### config.mk
export PLATFORM = sky130hd
export DESIGN_NAME = tfl_front
export DESIGN_NICKNAME = d
export VERILOG_FILES = /design/src/rtl/tfl_pkg.sv /design/src/rtl/tfl_front.sv
export SDC_FILE = /design/constraint.sdc
export NUM_CORES = 1
export LEC_CHECK = 0
export ABC_AREA = 1
export BUFFER_PORTS_ARGS = -buffer_cell sky130_fd_sc_hd__buf_2
export CAP_MARGIN = 25
export CORE_MARGIN = 5
export CORE_UTILIZATION = 45
export CTS_CLUSTER_DIAMETER = 120
export DETAILED_ROUTE_END_ITERATION = 10
export GPL_TIMING_DRIVEN = 0
export HOLD_SLACK_MARGIN = 0.15
export PLACE_DENSITY_LB_ADDON = 0.3
export SLEW_MARGIN = 20
export SYNTH_ARGS = -nofsm -noshare
export SYNTH_HDL_FRONTEND = slang
export SYNTH_SLANG_ARGS = --single-unit
### constraint.sdc
create_clock -name clk -period 3.5 [get_ports clk]
set_input_delay 0.7 -clock clk [delete_from_list [all_inputs] [get_ports clk]]
set_output_delay 0.7 -clock clk [all_outputs]
set_load 0.03 [all_outputs]
### src/rtl/tfl_pkg.sv
package tfl_pkg;

  // Default fixed-point format of the cell values.
  localparam int FRAC_BITS_DEF   = 16;
  localparam int VALUE_WIDTH_DEF = 32;

  // Register widths, fixed by the register map.
  localparam int SEL_W   = 4;
  localparam int RLIM_W  = 31;
  localparam int CFG_W   = 31;
  localparam int CFG_IDX_W = 2;

  // Register indexes of the configuration port.
  localparam logic [CFG_IDX_W-1:0] CFG_SELECT    = 2'd0;
  localparam logic [CFG_IDX_W-1:0] CFG_RLIMIT    = 2'd1;
  localparam logic [CFG_IDX_W-1:0] CFG_MINUS_BND = 2'd2;
  localparam logic [CFG_IDX_W-1:0] CFG_PLUS_BND  = 2'd3;

  // Face kinds.
  typedef enum logic [1:0] {
    OP_INTERIOR = 2'd0,
    OP_MINUS    = 2'd1,
    OP_PLUS     = 2'd2,
    OP_NONE     = 2'd3
  } op_t;

  // Limiter selection codes.
  typedef enum logic [SEL_W-1:0] {
    LIM_UPWIND   = 4'd0,
    LIM_SUPERBEE = 4'd1,
    LIM_CHARM    = 4'd2,
    LIM_KOREN    = 4'd3,
    LIM_MC       = 4'd4,
    LIM_OSPRE    = 4'd5,
    LIM_SMART    = 4'd6,
    LIM_VANLEER  = 4'd7,
    LIM_HCUS     = 4'd8,
    LIM_MINMOD   = 4'd9,
    LIM_HQUICK   = 4'd10
  } lim_t;

  localparam logic [SEL_W-1:0] LIM_LAST = LIM_HQUICK;

  // What an item carries on its way to the limiter.
  typedef enum logic [1:0] {
    K_FIXED  = 2'd0,
    K_CUTOFF = 2'd1,
    K_RATIO  = 2'd2
  } kind_t;

  typedef struct packed {
    kind_t kind;
    logic  neg;
    logic  big;
  } ctl_t;

  typedef struct packed {
    logic use_q;
    logic minq;
  } post_t;

  // Cutoff value of each limiter, in halves of one.
  function automatic logic [3:0] cutoff_halves(input logic [SEL_W-1:0] s);
    logic [3:0] h;
    case (s)
      LIM_SUPERBEE: h = 4'd4;
      LIM_CHARM:    h = 4'd6;
      LIM_KOREN:    h = 4'd4;
      LIM_MC:       h = 4'd4;
      LIM_OSPRE:    h = 4'd3;
      LIM_SMART:    h = 4'd8;
      LIM_VANLEER:  h = 4'd4;
      LIM_HCUS:     h = 4'd6;
      LIM_MINMOD:   h = 4'd2;
      LIM_HQUICK:   h = 4'd8;
      default:      h = 4'd0;
    endcase
    return h;
  endfunction

  // Cycles from accepted item to strobed result.
  function automatic int pipe_latency(input int f);
    return 3 + RLIM_W + 3 + (f + 2) + 1;
  endfunction

endpackage

### src/rtl/tfl_front.sv
// Face decode: picks the upwind differences, takes magnitudes and sets up
// the ratio division. Three register stages.
module tfl_front import tfl_pkg::*; #(
  parameter int FRAC_BITS   = FRAC_BITS_DEF,
  parameter int VALUE_WIDTH = VALUE_WIDTH_DEF
) (
  input  logic                          clk,
  input  logic                          rst,
  input  logic                          in_valid,
  input  logic [1:0]                    op,
  input  logic signed [VALUE_WIDTH-1:0] velocity,
  input  logic signed [VALUE_WIDTH-1:0] value_0,
  input  logic signed [VALUE_WIDTH-1:0] value_1,
  input  logic signed [VALUE_WIDTH-1:0] value_2,
  input  logic signed [VALUE_WIDTH-1:0] value_3,
  input  logic [SEL_W-1:0]              sel,
  input  logic                          minus_bnd,
  input  logic                          plus_bnd,
  output logic                          out_valid,
  output ctl_t                          ctl,
  output logic [FRAC_BITS+2:0]          fixv,
  output logic [VALUE_WIDTH:0]          rem0,
  output logic [RLIM_W-1:0]             low,
  output logic [VALUE_WIDTH:0]          den
);

  localparam int VW = VALUE_WIDTH;
  localparam int DW = VALUE_WIDTH + 1;
  localparam int PW = FRAC_BITS + 3;
  localparam int SH = RLIM_W - FRAC_BITS;
  localparam logic [PW-1:0] ONE = PW'(1) << FRAC_BITS;

  logic [DW-1:0] x0, x1, x2, x3;
  logic [DW-1:0] d10, d21, d32;
  logic          vel_pos, vel_neg, dir_pos, dir_neg, bnd;

  kind_t         kind_next;
  logic [PW-1:0] fix_next;
  logic [DW-1:0] num_next, den_next;

  logic          v1;
  kind_t         kind1;
  logic [PW-1:0] fix1;
  logic [DW-1:0] num1, den1;

  logic          v2;
  kind_t         kind2;
  logic [PW-1:0] fix2;
  logic          neg2;
  logic [DW-1:0] nmag2, dmag2;
  logic [DW-1:0] rem_sh;

  // Differences of neighbouring cells, one bit wider than the values.
  assign x0  = {value_0[VW-1], value_0};
  assign x1  = {value_1[VW-1], value_1};
  assign x2  = {value_2[VW-1], value_2};
  assign x3  = {value_3[VW-1], value_3};
  assign d10 = x1 - x0;
  assign d21 = x2 - x1;
  assign d32 = x3 - x2;

  assign vel_neg = velocity[VW-1];
  assign vel_pos = !velocity[VW-1] && (velocity != '0);
  assign dir_pos = (op == OP_MINUS) ? vel_neg : vel_pos;
  assign dir_neg = (op == OP_MINUS) ? vel_pos : vel_neg;
  assign bnd     = (op == OP_MINUS) ? minus_bnd : plus_bnd;

  // Choose the upwind ratio, or settle the weight outright.
  always_comb begin
    kind_next = K_FIXED;
    fix_next  = '0;
    num_next  = d21;
    den_next  = d10;
    if (sel <= LIM_LAST) begin
      case (op)
        OP_INTERIOR: begin
          if (sel != LIM_UPWIND) begin
            if (vel_pos) begin
              kind_next = K_RATIO;
              num_next  = d10;
              den_next  = d21;
            end else if (vel_neg) begin
              kind_next = K_RATIO;
              num_next  = d32;
              den_next  = d21;
            end else begin
              fix_next = ONE;
            end
          end
        end
        OP_MINUS, OP_PLUS: begin
          if (dir_pos) begin
            kind_next = K_RATIO;
          end else if (dir_neg) begin
            fix_next = bnd ? ONE : '0;
          end else begin
            fix_next = ONE;
          end
        end
        default: begin
          fix_next = '0;
        end
      endcase
    end
  end

  always_ff @(posedge clk) begin
    if (rst) begin
      v1 <= 1'b0;
      v2 <= 1'b0;
      out_valid <= 1'b0;
    end else begin
      v1 <= in_valid;
      v2 <= v1;
      out_valid <= v2;
    end
  end

  // Stage one: selected differences.
  always_ff @(posedge clk) begin
    kind1 <= kind_next;
    fix1  <= fix_next;
    num1  <= num_next;
    den1  <= den_next;
  end

  // Stage two: magnitudes, sign of the ratio and a zero denominator.
  always_ff @(posedge clk) begin
    kind2 <= (kind1 == K_RATIO && den1 == '0) ? K_CUTOFF : kind1;
    fix2  <= fix1;
    neg2  <= num1[DW-1] ^ den1[DW-1];
    nmag2 <= num1[DW-1] ? (~num1 + DW'(1)) : num1;
    dmag2 <= den1[DW-1] ? (~den1 + DW'(1)) : den1;
  end

  // Stage three: first partial remainder; a quotient of 2^31 or more is flagged.
  assign rem_sh = nmag2 >> SH;

  always_ff @(posedge clk) begin
    ctl.kind <= kind2;
    ctl.neg  <= neg2;
    ctl.big  <= rem_sh >= dmag2;
    fixv     <= fix2;
    rem0     <= rem_sh;
    low      <= {nmag2[SH-1:0], {FRAC_BITS{1'b0}}};
    den      <= dmag2;
  end

endmodule

### After elaboration in Yosys (flattened, before gate mapping)

Cells that the tools add are included.

* add/sub/neg operators: 5
* order comparisons: 2
* equal/unequal tests: 3
* muxes and demuxes: 27
* bitwise logic cells: 3
* reduce and logical (&&, ||, !) cells: 8

Operator list (count)
* $mux 33: 10
* $mux 17: 6
* $sub 32x32->33: 3
* $add 33x1->33 const B: 2
* $not 33->33: 2
* $mux 32: 2
* $pmux 19 s2: 1
* $ge 18x33->1: 1
* $logic_not 33->1: 1
* $reduce_bool 32->1: 1
* $mux 2: 4
* $eq 2x2->1 const B: 2
* $le 4x4->1 const B: 1
* $pmux 2 s2: 1
* $reduce_bool 4->1: 1
* $mux 1: 3
* $eq 2x1->1 const B: 1
* $logic_and 1x1->1: 2
* $logic_not 2->1: 1
* $reduce_or 2->1: 1
* $logic_not 1->1: 1
* $xor 1x1->1: 1

* register bits: 267
* bits of input ports: 171
* output and inout bits: 121
* logic and storage cells: 69

### Longest topological paths before layout

* depth after elaboration: 6
* gate-level depth with buffers: 18
* mapped depth without buffers: 18

### Worst setup path before layout

OpenSTA, ideal clock, no wires.

* kind: input to register
* from: input port value_3[0]
* to: register num1[30]
* setup time: 0.109 ns
* data arrival time: 2.310 ns
* data required time: 3.391 ns
* slack: 1.082 ns
* stages: 17
* buffers on the path: 0
* path through: inv_1 ha_1 fa_1 inv_1 nand2_1 a21oi_1 nand2_1 nand2_1 nand2_1 nand2_1 nand2_1 nand2_1 nand2_1 nand3_1 nand3_1 nand2_1 inv_1

* word-level cells in the longest chain between the ends: 6

Ends and longest elaborated chain
* from (decl): RTL line tfl_front.sv:15 `input logic signed [VALUE_WIDTH-1:0] value_3,`
* $sub 32x32->33: RTL line tfl_front.sv:60 `assign d32 = x3 - x2;`
* $mux 33: RTL line tfl_front.sv:82 `end else if (vel_neg) begin`
* $mux 33: RTL line tfl_front.sv:78 `if (vel_pos) begin`
* $mux 33: RTL line tfl_front.sv:77 `if (sel != LIM_UPWIND) begin`
* $mux 33: RTL line tfl_front.sv:75 `case (op)`
* $mux 33: RTL line tfl_front.sv:74 `if (sel <= LIM_LAST) begin`
* net num_next[30]: RTL line tfl_front.sv:39 `logic [DW-1:0] num_next, den_next;`
* to (signal assigned): RTL line tfl_front.sv:123 `num1 <= num_next;`
* to (decl): RTL line tfl_front.sv:44 `logic [DW-1:0] num1, den1;`

The timed path passes the listed nets, and every way through them passes these cells.
A chain may end at the register's enable or synchronous reset.

### Worst setup path after layout

* from: input port value_2[0]
* to: register num1[22]

* word-level cells in the longest chain between the ends: 6
* elaborated cells between the ends (all ways): 7
* those cells by class: add/sub (2); mux (5)

Ends and longest elaborated chain
* from (decl): RTL line tfl_front.sv:14 `input logic signed [VALUE_WIDTH-1:0] value_2,`
* $sub 32x32->33, on equally long branches: RTL line tfl_front.sv:59, tfl_front.sv:60
* $mux 33: RTL line tfl_front.sv:82
* $mux 33: RTL line tfl_front.sv:78
* $mux 33: RTL line tfl_front.sv:77
* $mux 33: RTL line tfl_front.sv:75
* $mux 33 (*): RTL line tfl_front.sv:74
* net num_next[22]: RTL line tfl_front.sv:39

The timed path passes the listed nets; every way through them passes the cells marked *.

==> flow_metrics.env <==
export IMPL_outcome="complete, no violations"
export IMPL_cp_start_kind="input pin"
export IMPL_max_cap_violations=0
export IMPL_cts_sink_count=212
export IMPL_drv_slew=0
export IMPL_synth_top_family_by_area="simple AND/OR/NAND/NOR gates"
export IMPL_grt_pass1_vias=15500
export IMPL_cp_cell_sequence="buf_2 > ha_1 > fa_1 > inv_1 > nand2_1 > a21oi_1 > nand2_1 > nand2_1 > nand2_1 > nand2_1 > nand2_1 > nand3b_1 > nand3_1 > nand2_1 > nand2_1 > nand2_1"
export IMPL_post_route_min_period_ns=2.79
export IMPL_path_clk_slew_ns=0.07
export IMPL_antenna_found_initial=0
export IMPL_fin_util_pct=53.3
export IMPL_synth_seq_cells=212
export IMPL_synth_compound_area_share_pct=8.37
export IMPL_wirelength_um=55600
export IMPL_io_buffers=241
export IMPL_leakage_nw=10.1
export IMPL_pwr_density_cell_mw_per_mm2=529
export IMPL_wire_per_inst_um=17.3
export IMPL_ys_flop_type="dfxtp_1"
export IMPL_place_congestion=0.971
export IMPL_crit_fanout=4
export IMPL_finalCritPeriodShare_pct=79.7
export IMPL_arrival_ns=3.19
export IMPL_cts_tree="built"
export IMPL_numPlacedInstances=3179
export IMPL_yosysTopAreaCell="dfxtp_1"
export IMPL_synth_edff_count=0
export IMPL_avgSynthCellArea_um2=6.31
export IMPL_muxShareOfSynthArea_pct=0.520
export IMPL_grt_max_degree=19
export IMPL_h_tree_depth=1
export IMPL_postCtsSetupBuffers=0
export IMPL_start_util_pct=45.7
export IMPL_antennaDiodeCount=0
export IMPL_drt_iter0_drc=910
export IMPL_drive_gt1_share_pct=13.4
export IMPL_cp_common_cell="nand2_1"
export IMPL_synthAdderAreaFrac_pct=10.1
export IMPL_fin_setup_tns_ns=0
export IMPL_die_x_um=195
export IMPL_slowest_delay_ns=0.37
export IMPL_nets=3044
export IMPL_dpl_cell_area_mm2=0.0173
export IMPL_io_pin_count=292
export IMPL_rsz0062_at_grt="no"
export IMPL_drc_errors=0
export IMPL_final_cell_mix="nand2_1 (759), inv_1 (421), buf_2 (249)"
export IMPL_drtPass1Iterations=5
export IMPL_slew_headroom_pct=30.7
export IMPL_cts_repair_resized=0
export IMPL_ant_nets=0
export IMPL_skew_ns=0.0209
export IMPL_die_height_um=195
export IMPL_synthArstFlopShare_pct=0
export IMPL_core_mm2=0.0337
export IMPL_dp_final_hpwl_um=49300
export IMPL_synth_seq_area_share_pct=27.6
export IMPL_die_area_mm2=0.0380
export IMPL_syn_area_mm2=0.0154
export IMPL_ir_drop_uv=537
export IMPL_ctsHoldBuffers=0
export IMPL_post_place_ws_ns=0.251
export IMPL_syn_inst=2442
export IMPL_vias=15900
export IMPL_worstSkewPairLatency_ns=0.47
export IMPL_syn_to_final_growth_pct=16.6
export IMPL_track_usage_pct=28.0
export IMPL_yosys_area_share_simple_pct=34.5
export IMPL_synth_top_cell_area_share_pct=27.6
export IMPL_setup_violations_final=0
export IMPL_grt_pass1_wl_um=83900
export IMPL_finalHoldViolations=0
export IMPL_crit_required_ns=3.90
export IMPL_max_freq_ghz=0.358
export IMPL_cts_buffer_depth=3
export IMPL_cts_inserted_buffers=17
export IMPL_grt_ovfl_total=0
export IMPL_ys_types=45
export IMPL_tightest_slew_ns=1.03
export IMPL_criticalPathCategory="in2reg"
export IMPL_fin_ws_ns=0.709
export IMPL_fin_cells=3209
export IMPL_design_area_mm2=0.0180
export IMPL_cp_slowest_cell="fa_1"
export IMPL_synthTopCellsByArea="dfxtp_1 (28%), nand2_1 (19%), inv_1 (10%), ha_1 (9.8%), nor2_1 (5.8%)"
export IMPL_hp_class="reg2reg"
export IMPL_num_rows=67
export IMPL_root_buffer="clkbuf_16"
export IMPL_ys_warnings_count=0
export IMPL_final_common_cell="nand2_1"
export IMPL_cp_end_kind="flip-flop"
export IMPL_vias_per_cell=4.95
export IMPL_synth_xor_area_share_pct=5.35
export IMPL_num_fill_cells=3517
==> synth_stat cells (all sizes together) (7+ instances only) <==
library cell and count:
a21oi 117, buf 62, clkbuf 14, dfxtp 212, ha 120, inv 425, mux2i 8, nand2 765
nand3 141, nand3b 20, nand4 31, nor2 248, nor3 33, nor4 15, o21a 7, o21ai 77
o21bai 17, or2 8, xnor2 28, xor2 66
==> routing by layer <==
layer  GRT usage, %  vias up  share of wire (%)
met3           1.88       89                5.2
met5              0        -                  0
met2           50.9      493                 49
li1               -     8132                  -
met1           35.2     7185                 42
met4           9.65        0                3.9
==> where the power goes <==
| part | leakage, nW | switching, mW | internal, mW |
|---|---|---|---|
| sequential | 1.78 | 0.399 | 3.20 |
| clock | 0.299 | 0.795 | 1.23 |
| combinational | 8.06 | 2.64 | 1.24 |
==> kinds of logic after synthesis <==
logic type / after synthesis
buf+inv: 501
flops: 212
mux: 8
fa+ha+maj: 123
simple gates: 1267
other cells: 1
compound gates: 236
xor+xnor: 94
==> flip-flops by register name, indices dropped and copies added, names as in the netlist, 2 cells and up <==
register / cells
kind2: 2
low: 15
den: 33
rem0: 18
nmag2: 33
ctl: 4
den1: 33
num1: 33
dmag2: 33
==> worst paths after layout <==
kind / startpoint / cells past startpoint / slack [ns] / to
worst max-delay path: value_2[0] / 16 / 0.71 / num1[22]
worst min-delay path: nmag2[4] / 0 / 0.33 / low[20]
worst max register to register: den1[0] / 13 / 1.25 / dmag2[32]
worst min register to register: nmag2[4] / 0 / 0.33 / low[20]
==> worst max-delay path, delay by kind of cell <==
kind                       cells  cell delay, ns
AOI/OAI and AO/OA              1            0.28
adders and majority gates      2            0.61
and+or+nand+nor               11            1.34
buffers and inverters          2            0.26
==> metrics by stage <==
step,power [mW],hold WS (ns)
after floorplan,6.22,0.310
after global placement,7.42,0.311
after detailed placement,7.50,0.312
after CTS,9.53,0.328
after global routing,10.1,0.338
final,9.50,0.328
==> area by class of cell <==
cell class	count	area, um2	share of cell area [%]
plain buffers	76	492	2.74
clock buffers	24	502	2.79
repair buffers	241	1210	6.72
flip-flops and latches	212	4240	23.6
clock inverters	6	111	0.620
multi-input cells	1777	9250	51.5
inverters	425	1600	8.88
well taps	448	561	3.12
(Power assumes the default switching activity.)
