===== config.mk =====
export PLATFORM = sky130hd
export DESIGN_NAME = tfl_shape
export DESIGN_NICKNAME = d
export VERILOG_FILES = /design/src/rtl/tfl_pkg.sv /design/src/rtl/tfl_shape.sv
export SDC_FILE = /design/constraint.sdc
export NUM_CORES = 2
export LEC_CHECK = 0
export ABC_CLOCK_PERIOD_IN_PS = 7700
export BUFFER_PORTS_ARGS = -buffer_cell sky130_fd_sc_hd__buf_2
export CAP_MARGIN = 10
export CELL_PAD_IN_SITES_DETAIL_PLACEMENT = 1
export CELL_PAD_IN_SITES_GLOBAL_PLACEMENT = 1
export CORE_ASPECT_RATIO = 0.75
export CORE_UTILIZATION = 45
export DETAILED_ROUTE_END_ITERATION = 6
export GPL_TIMING_DRIVEN = 0
export PLACE_DENSITY_LB_ADDON = 0.1
export SYNTH_ARGS = -nofsm -noshare
export SYNTH_HDL_FRONTEND = slang
export SYNTH_SLANG_ARGS = --single-unit

===== constraint.sdc =====
create_clock -name clk -period 7.7 [get_ports clk]
set_input_delay 0.77 -clock clk [delete_from_list [all_inputs] [get_ports clk]]
set_output_delay 0.77 -clock clk [all_outputs]
set_load 0.01 [all_outputs]

===== src/rtl/tfl_pkg.sv =====
package tfl_pkg;

  // Default fixed-point format of the cell values.
  localparam int FRAC_BITS_DEF   = 16;
  localparam int VALUE_WIDTH_DEF = 32;

  // Register widths, fixed by the register map.
  localparam int SEL_W   = 4;
  localparam int RLIM_W  = 31;
  localparam int CFG_W   = 31;
  localparam int CFG_IDX_W = 2;

  // Register indexes of the configuration port.
  localparam logic [CFG_IDX_W-1:0] CFG_SELECT    = 2'd0;
  localparam logic [CFG_IDX_W-1:0] CFG_RLIMIT    = 2'd1;
  localparam logic [CFG_IDX_W-1:0] CFG_MINUS_BND = 2'd2;
  localparam logic [CFG_IDX_W-1:0] CFG_PLUS_BND  = 2'd3;

  // Face kinds.
  typedef enum logic [1:0] {
    OP_INTERIOR = 2'd0,
    OP_MINUS    = 2'd1,
    OP_PLUS     = 2'd2,
    OP_NONE     = 2'd3
  } op_t;

  // Limiter selection codes.
  typedef enum logic [SEL_W-1:0] {
    LIM_UPWIND   = 4'd0,
    LIM_SUPERBEE = 4'd1,
    LIM_CHARM    = 4'd2,
    LIM_KOREN    = 4'd3,
    LIM_MC       = 4'd4,
    LIM_OSPRE    = 4'd5,
    LIM_SMART    = 4'd6,
    LIM_VANLEER  = 4'd7,
    LIM_HCUS     = 4'd8,
    LIM_MINMOD   = 4'd9,
    LIM_HQUICK   = 4'd10
  } lim_t;

  localparam logic [SEL_W-1:0] LIM_LAST = LIM_HQUICK;

  // What an item carries on its way to the limiter.
  typedef enum logic [1:0] {
    K_FIXED  = 2'd0,
    K_CUTOFF = 2'd1,
    K_RATIO  = 2'd2
  } kind_t;

  typedef struct packed {
    kind_t kind;
    logic  neg;
    logic  big;
  } ctl_t;

  typedef struct packed {
    logic use_q;
    logic minq;
  } post_t;

  // Cutoff value of each limiter, in halves of one.
  function automatic logic [3:0] cutoff_halves(input logic [SEL_W-1:0] s);
    logic [3:0] h;
    case (s)
      LIM_SUPERBEE: h = 4'd4;
      LIM_CHARM:    h = 4'd6;
      LIM_KOREN:    h = 4'd4;
      LIM_MC:       h = 4'd4;
      LIM_OSPRE:    h = 4'd3;
      LIM_SMART:    h = 4'd8;
      LIM_VANLEER:  h = 4'd4;
      LIM_HCUS:     h = 4'd6;
      LIM_MINMOD:   h = 4'd2;
      LIM_HQUICK:   h = 4'd8;
      default:      h = 4'd0;
    endcase
    return h;
  endfunction

  // Cycles from accepted item to strobed result.
  function automatic int pipe_latency(input int f);
    return 3 + RLIM_W + 3 + (f + 2) + 1;
  endfunction

endpackage


===== src/rtl/tfl_shape.sv =====
// Limiter shaping: resolves the ratio against r_limit, evaluates the simple
// limiters and forms the quotient operands of the rational ones.
module tfl_shape import tfl_pkg::*; #(
  parameter int FRAC_BITS = FRAC_BITS_DEF
) (
  input  logic                       clk,
  input  logic                       rst,
  input  logic                       in_valid,
  input  ctl_t                       ctl,
  input  logic [FRAC_BITS+2:0]       fixv,
  input  logic [RLIM_W-1:0]          q,
  input  logic [SEL_W-1:0]           sel,
  input  logic [RLIM_W-1:0]          rlim,
  output logic                       out_valid,
  output logic [2*RLIM_W+2:0]        n2,
  output logic [2*RLIM_W+2:0]        d2,
  output post_t                      post,
  output logic [FRAC_BITS+2:0]       val,
  output logic [FRAC_BITS+2:0]       alt
);

  localparam int PW  = FRAC_BITS + 3;
  localparam int EW  = RLIM_W + 3;
  localparam int DW2 = 2 * RLIM_W + 3;

  logic          neg_eff;
  kind_t         cls_next;
  logic [PW-1:0] v1_next;

  logic              va, vb;
  kind_t             cls1;
  logic [PW-1:0]     v1;
  logic [RLIM_W-1:0] ur1;

  logic [EW-1:0] r, r2x, r3x, one_e, two_e, four_e;
  logic [EW-1:0] sb_a, sb_b, mc_h, mc_m, sm_t, sm_m, kor_alt;
  logic [EW-1:0] sv_next, alt_next;
  post_t         post_next;

  logic [2*RLIM_W-1:0] sq2;
  logic [RLIM_W-1:0]   ur2;
  post_t               post2;
  logic [PW-1:0]       v2, alt2;

  logic [DW2-1:0] urw, sqw, one_w, osp_n;
  logic [DW2-1:0] n_next, d_next;

  // Stage one: a ratio at or above r_limit or with no denominator takes the cutoff.
  assign neg_eff = ctl.neg && (ctl.big || q != '0);

  always_comb begin
    cls_next = K_FIXED;
    v1_next  = fixv;
    case (ctl.kind)
      K_CUTOFF: cls_next = K_CUTOFF;
      K_RATIO: begin
        if (!neg_eff && (ctl.big || q >= rlim)) begin
          cls_next = K_CUTOFF;
        end else if (neg_eff || q == '0) begin
          v1_next = '0;
        end else begin
          cls_next = K_RATIO;
        end
      end
      default: cls_next = K_FIXED;
    endcase
  end

  always_ff @(posedge clk) begin
    if (rst) begin
      va <= 1'b0;
      vb <= 1'b0;
      out_valid <= 1'b0;
    end else begin
      va <= in_valid;
      vb <= va;
      out_valid <= vb;
    end
  end

  always_ff @(posedge clk) begin
    cls1 <= cls_next;
    v1   <= v1_next;
    ur1  <= q;
  end

  // Stage two: the piecewise-linear limiters.
  assign r      = EW'(ur1);
  assign r2x    = r << 1;
  assign r3x    = r + r2x;
  assign one_e  = EW'(1) << FRAC_BITS;
  assign two_e  = EW'(2) << FRAC_BITS;
  assign four_e = EW'(4) << FRAC_BITS;
  assign sb_a   = (r2x < one_e) ? r2x : one_e;
  assign sb_b   = (r < two_e) ? r : two_e;
  assign mc_h   = (r + one_e) >> 1;
  assign mc_m   = (r2x < mc_h) ? r2x : mc_h;
  assign sm_t   = (r3x + one_e) >> 2;
  assign sm_m   = (r2x < sm_t) ? r2x : sm_t;
  assign kor_alt = (r2x < two_e) ? r2x : two_e;

  always_comb begin
    sv_next   = '0;
    alt_next  = '0;
    post_next = '0;
    case (cls1)
      K_CUTOFF: sv_next = EW'(cutoff_halves(sel)) << (FRAC_BITS - 1);
      K_RATIO: begin
        case (sel)
          LIM_SUPERBEE: sv_next = (sb_a > sb_b) ? sb_a : sb_b;
          LIM_MC:       sv_next = (mc_m < two_e) ? mc_m : two_e;
          LIM_SMART:    sv_next = (sm_m < four_e) ? sm_m : four_e;
          LIM_MINMOD:   sv_next = (r < one_e) ? r : one_e;
          LIM_KOREN: begin
            if (r >= four_e) begin
              sv_next = two_e;
            end else begin
              post_next.use_q = 1'b1;
              post_next.minq  = 1'b1;
              alt_next        = kor_alt;
            end
          end
          LIM_CHARM, LIM_OSPRE, LIM_VANLEER, LIM_HCUS, LIM_HQUICK: begin
            post_next.use_q = 1'b1;
          end
          default: sv_next = '0;
        endcase
      end
      default: sv_next = EW'(v1);
    endcase
  end

  always_ff @(posedge clk) begin
    sq2   <= ur1 * ur1;
    ur2   <= ur1;
    post2 <= post_next;
    v2    <= sv_next[PW-1:0];
    alt2  <= alt_next[PW-1:0];
  end

  // Stage three: numerator and denominator of the rational limiters.
  assign urw   = DW2'(ur2);
  assign sqw   = DW2'(sq2);
  assign one_w = DW2'(1) << FRAC_BITS;
  assign osp_n = sqw + (urw << FRAC_BITS);

  always_comb begin
    n_next = '0;
    d_next = DW2'(1);
    case (sel)
      LIM_CHARM: begin
        n_next = (sqw << 1) + sqw + (urw << FRAC_BITS);
        d_next = sqw + (urw << (FRAC_BITS + 1)) + (DW2'(1) << (2 * FRAC_BITS));
      end
      LIM_OSPRE: begin
        n_next = (osp_n << 1) + osp_n;
        d_next = (osp_n << 1) + (DW2'(1) << (2 * FRAC_BITS + 1));
      end
      LIM_VANLEER: begin
        n_next = urw << 1;
        d_next = urw + one_w;
      end
      LIM_HCUS: begin
        n_next = (urw << 1) + urw;
        d_next = urw + (one_w << 1);
      end
      LIM_HQUICK: begin
        n_next = urw << 2;
        d_next = urw + (one_w << 1) + one_w;
      end
      LIM_KOREN: begin
        n_next = urw + (one_w << 1);
        d_next = (one_w << 1) + one_w;
      end
      default: begin
        n_next = '0;
        d_next = DW2'(1);
      end
    endcase
  end

  always_ff @(posedge clk) begin
    n2   <= n_next;
    d2   <= d_next;
    post <= post2;
    val  <= v2;
    alt  <= alt2;
  end

endmodule


# Word level (Yosys, flattened, before mapping)
# Memories as Yosys holds them, arrays and structs flattened.
# Index checks and enable logic that the tools add are counted.
dict set report word_totals {
  memories 1
  output_inout_bits 171
  reg_bits 358
  wordCells 97
  mem_bits_ro 64
}
# name depth word_bits rd rd_clocked_by_memory_dff wr line_no
set mem_list {}
lappend mem_list {{(name not given)} 16 4 1 0 0 tfl_pkg.sv:65} ;# case (s)
dict set report classes {
  multipliers 1
  addsub 14
  bitwise 3
  n_lt_le_gt_ge 11
  reduce_logical 12
  mux 22
  n_eq_ne 14
}
# cell n
set ops {}
lappend ops {{65-bit case mux with 6 select lines} 2}
lappend ops {{19-bit 2-to-1 mux} 7}
lappend ops {{32-bit 2-to-1 mux} 3}
lappend ops {{19-bit case mux with 5 select lines} 1}
lappend ops {{64-bit by 34-bit adder with 65-bit output (second input constant)} 1}
lappend ops {{64-bit by 47-bit adder with 65-bit output} 1}
lappend ops {{64-bit by 63-bit adder with 65-bit output} 1}
lappend ops {{65-bit by 17-bit adder with 65-bit output (second input constant)} 1}
lappend ops {{31-bit by 17-bit adder with 32-bit output (second input constant)} 2}
lappend ops {{63-bit by 33-bit adder with 64-bit output (second input constant)} 1}
lappend ops {{63-bit by 62-bit adder with 64-bit output} 1}
lappend ops {{32-bit by 18-bit < comparator with 1-bit output (second input constant)} 2}
lappend ops {{62-bit by 47-bit adder with 63-bit output} 1}
lappend ops {{62-bit by 48-bit adder with 63-bit output} 1}
lappend ops {{31-bit by 31-bit multiplier with 62-bit output} 1}
lappend ops {{19-bit case mux with 2 select lines} 1}
lappend ops {{18-bit 2-to-1 mux} 2}
lappend ops {{33-bit by 17-bit adder with 34-bit output (second input constant)} 1}
lappend ops {{31-bit by 32-bit adder with 33-bit output} 1}
lappend ops {{32-bit by 31-bit adder with 33-bit output} 1}
lappend ops {{31-bit by 18-bit adder with 32-bit output (second input constant)} 1}
lappend ops {{32-bit by 31-bit > comparator with 1-bit output} 1}
lappend ops {{32-bit by 17-bit < comparator with 1-bit output (second input constant)} 1}
lappend ops {{32-bit by 19-bit < comparator with 1-bit output (second input constant)} 1}
lappend ops {{other kinds (26)} 41}

# Longest topological paths before layout
dict set report logic_depth {
  depth_word 8
  mapped_depth 32
}

# Least setup slack after synthesis
# No wires, ideal clock.
dict set report synth_path {
  path_kind {reg2reg}
  start {reg ur1[6]}
  end {reg sq2[59]}
  t_required_ns 7.628
  path_buffers 3
  t_arrival_ns 7.973
  stages_incl_launch_ff 29
  period_less_slack_ns 8.045
  setup_ns 0.072
  path_slack_ns -0.345
  path_cell_list {dfxtp_1 > clkbuf_1 > clkinv_1 > buf_1 > nor2_1 > fa_1 > fa_1 > fa_1 > inv_1 > fa_1 > inv_1 > fa_1 > fa_1 > fa_1 > inv_1 > fa_1 > inv_1 > ha_1 > clkbuf_1 > a21o_1 > o311ai_0 > nand3_1 > or2_2 > a21oi_2 > o21ai_1 > a31oi_2 > o21ai_1 > a221oi_1 > xnor2_1}
}
dict set report synth_between {
  elab_chain_cells 1
}
# item line_no
set synth_lines {}
lappend synth_lines {{start: declaration} tfl_shape.sv:33} ;# logic [RLIM_W-1:0] ur1;
lappend synth_lines {{start signal: assignment} tfl_shape.sv:84} ;# ur1 <= q;
lappend synth_lines {{31-bit by 31-bit multiplier with 62-bit output} tfl_shape.sv:134} ;# sq2 <= ur1 * ur1;
lappend synth_lines {{end signal: assignment} tfl_shape.sv:134}
lappend synth_lines {{end: declaration} tfl_shape.sv:40} ;# logic [2*RLIM_W-1:0] sq2;
# No other way between the ends.
# A chain may end at the register's enable or synchronous reset.

# Final worst setup path
dict set report layout_path {
  start {reg ur1[8]}
  end {reg sq2[58]}
}
# Same word-level chain as after synthesis.

==> flow_summary.ini <==
[drt]
vias = 52700
drtIter0Drc = 4937
drt_first_pass_iters = 7
drc = 5
avgViaCountPerCell = 5.99
final_antenna_net_count = 0
routedWlPerCell_um = 27.9
wirelength_um = 246000

[worst_hold_path]
min_path_type = in -> reg
min-delay-start = q[27]

[logic_synthesis]
synthTopCellsByArea = fa_1, ha_1, dfxtp_1
ys_seq_area_share_pct = 12.2
yosys_warnings = 0
synth_area_per_cell_sq_um = 8.71
synth_async_sr_flop_share_pct = 0
synth.largest_area_cell = fa_1
netlist_area_sq_um = 57900
netlist.area_leader.share_pct = 28.1
post-synth-top-count-cell = inv_1
synth-seq-cells = 354
synthFlopType = dfxtp_1
synth_common_cells = inv_1, fa_1, ha_1, nand2_1, nor2_1
synth_cells = 6645
ys_types = 101
synth_edf_count = 0

[setup_path]
r2r-start = ur1[8]$_DFF_P_
crit_path_frequent_cell = fa_1
cpMaxStageDelayCell = fa_1
cp-startpoint = ur1[8]$_DFF_P_
end_kind = register
cp-start-kind = register
critPathKind = reg -> reg
required_ps = 8220
arrival_ps = 8700
cp_max_fo = 6
max_stage_delay_ps = 600

[layout]
layout.cells.non_filler = 8799
register_area_sq_um = 7200
multi_input_area_sq_um = 46600
syn2layout_area_growth_pct = 15.1
drive_above_1_share_pct = 12.7
fin_nets = 8760
n_fill_cell = 14900

[global_route]
grt_overflow = 0
grt_use_total_pct = 37.3
grt_pass1_vias = 54800
grt_first_pass_wirelength_um = 360000
grt_max_degree = 16
antenna_found_initial = 12

[timing]
fin_skew_ps = 21.6
rsz0062_at_grt = yes
drv_slew = 0
setup_slack_ps = -480
tightestPinTransition_ps = 1350
setup_viol = 26
finalHoldViolations = 0
max_freq_mhz = 122
fin_crit_sh_pct = 106
fin_crit_ps = 8180
relSlewSlack_pct = 9.93

[cts]
cts_max_path_buffers = 3
root_buffer = clkbuf_16
clkTransAtPathRegs_ps = 70
cts_sinks = 354
cts_tree = done
clkLatencyLatePin_ps = 650
cts_buffers = 41
h-tree-depth = 2

[placement]
post-place-ws_ps = -3960
dp_hpwl_um = 196000
dp.cells = 8580
portBuffers = 260
gp_congestion = 0.987

[die]
pin_count = 263
initial_core_util_pct = 45.6
dieArea_sq_um = 130000
core-area_sq_um = 127000
die_y_um = 313
rows = 113
die-width_um = 416

[outcome]
failed_checks = design-rule violations, negative setup slack
status = finished with violations

[job]
maxCapViolations = 0
repair_timing:
item,in CTS,in global routing
hold buffers,0,0
endpoints found under the setup margin,72,50
pin swaps,88,52
gates resized for setup,594,71
cloned,1,0
setup buffers,129,22
registers in the layout, indices dropped and copies added (netlist names):
name,flops
d2,65
n2,65
sq2,60
ur1,31
ur2,31
v1,19
v2,19
val,19
alt2,18
alt,18
cls1,2
post2,2
post,2
out_valid,1
va,1
vb,1
area by class of cell:
class                           instances  area share, %
Multi-Input combinational cell       4892           70.0
Sequential cell                       354           10.8
Inverter                             1159           6.82
Timing Repair Buffer                  415           4.01
Buffer                                238           3.17
Tap cell                             1667           3.13
Clock buffer                           53           1.73
Clock inverter                         20          0.372
Antenna cell                            1        0.00376
per-stage QoR:
step / area (sq um) / TNS, ps / util, % / hold slack (ps)
floorplan: 58000 / -0.402 / - / 310
global placement: 61400 / -154040 / 48.3 / 313
detailed placement: 61500 / -163580 / 48.3 / 313
CTS: 66200 / -2150 / 52.1 / 251
global route: 66600 / -11340 / 52.4 / 258
finish: 66600 / -7530 / 52.4 / 278
cells in the final DEF, fill, tap and decap left out, types with 45 or more instances in the layout:
master        n
a21o_1      195
a21oi_1     380
a31oi_1      45
and3_1       53
buf_2       269
buf_4       134
clkbuf_1    136
clkbuf_16    77
dfxtp_1     323
fa_1        797
ha_1        737
inv_1      1117
nand2_1     504
nand3_1     103
nand4_1      79
nor2_1      401
nor2b_1      55
nor3_1       68
o21ai_0     216
o22ai_1      64
xnor2_1     222
xor2_1      150
critical path, delay by kind of cell (launching register included):
family / cells / cell delay [ps]
compound gates: 8 / 1920
buf+inv: 9 / 1050
simple gates: 3 / 490
flops: 1 / 460
fa+ha+maj: 9 / 4140
metal layers:
| metal | share of wire, % | vias up | global-route usage (%) |
|---|---|---|---|
| met5 | 0.024 | - | 0 |
| met2 | 42 | 2428 | 54.8 |
| li1 | - | 22900 | - |
| met1 | 43 | 26800 | 52.2 |
| met4 | 4.0 | 10 | 12.7 |
| met3 | 11 | 511 | 10.6 |
kinds of logic after synthesis:
group	after synthesis	share of synthesized area, %
other	1	0.00648
DFF	354	12.2
AOI/OAI and AO/OA	1388	15.8
muxes	24	0.426
and+or+nand+nor	1530	12.2
buffers and inverters	1402	9.12
adders and majority gates	1567	44.4
xor gates and xnor gates	379	5.84
path summary, 6_finish.rpt:
| kind | cells after the start | slack (ps) | endpoint |
|---|---|---|---|
| setup / recovery | 29 | -480 | sq2[58]$_DFF_P_ |
| hold / removal | 1 | 280 | ur1[27]$_DFF_P_ |
| setup reg to reg | 29 | -480 | sq2[58]$_DFF_P_ |
| hold reg to reg | 0 | 320 | val[5]$_DFF_P_ |
Power is not shown: default switching activity piles up to over one toggle a cycle in this logic, so the estimate is an artifact.
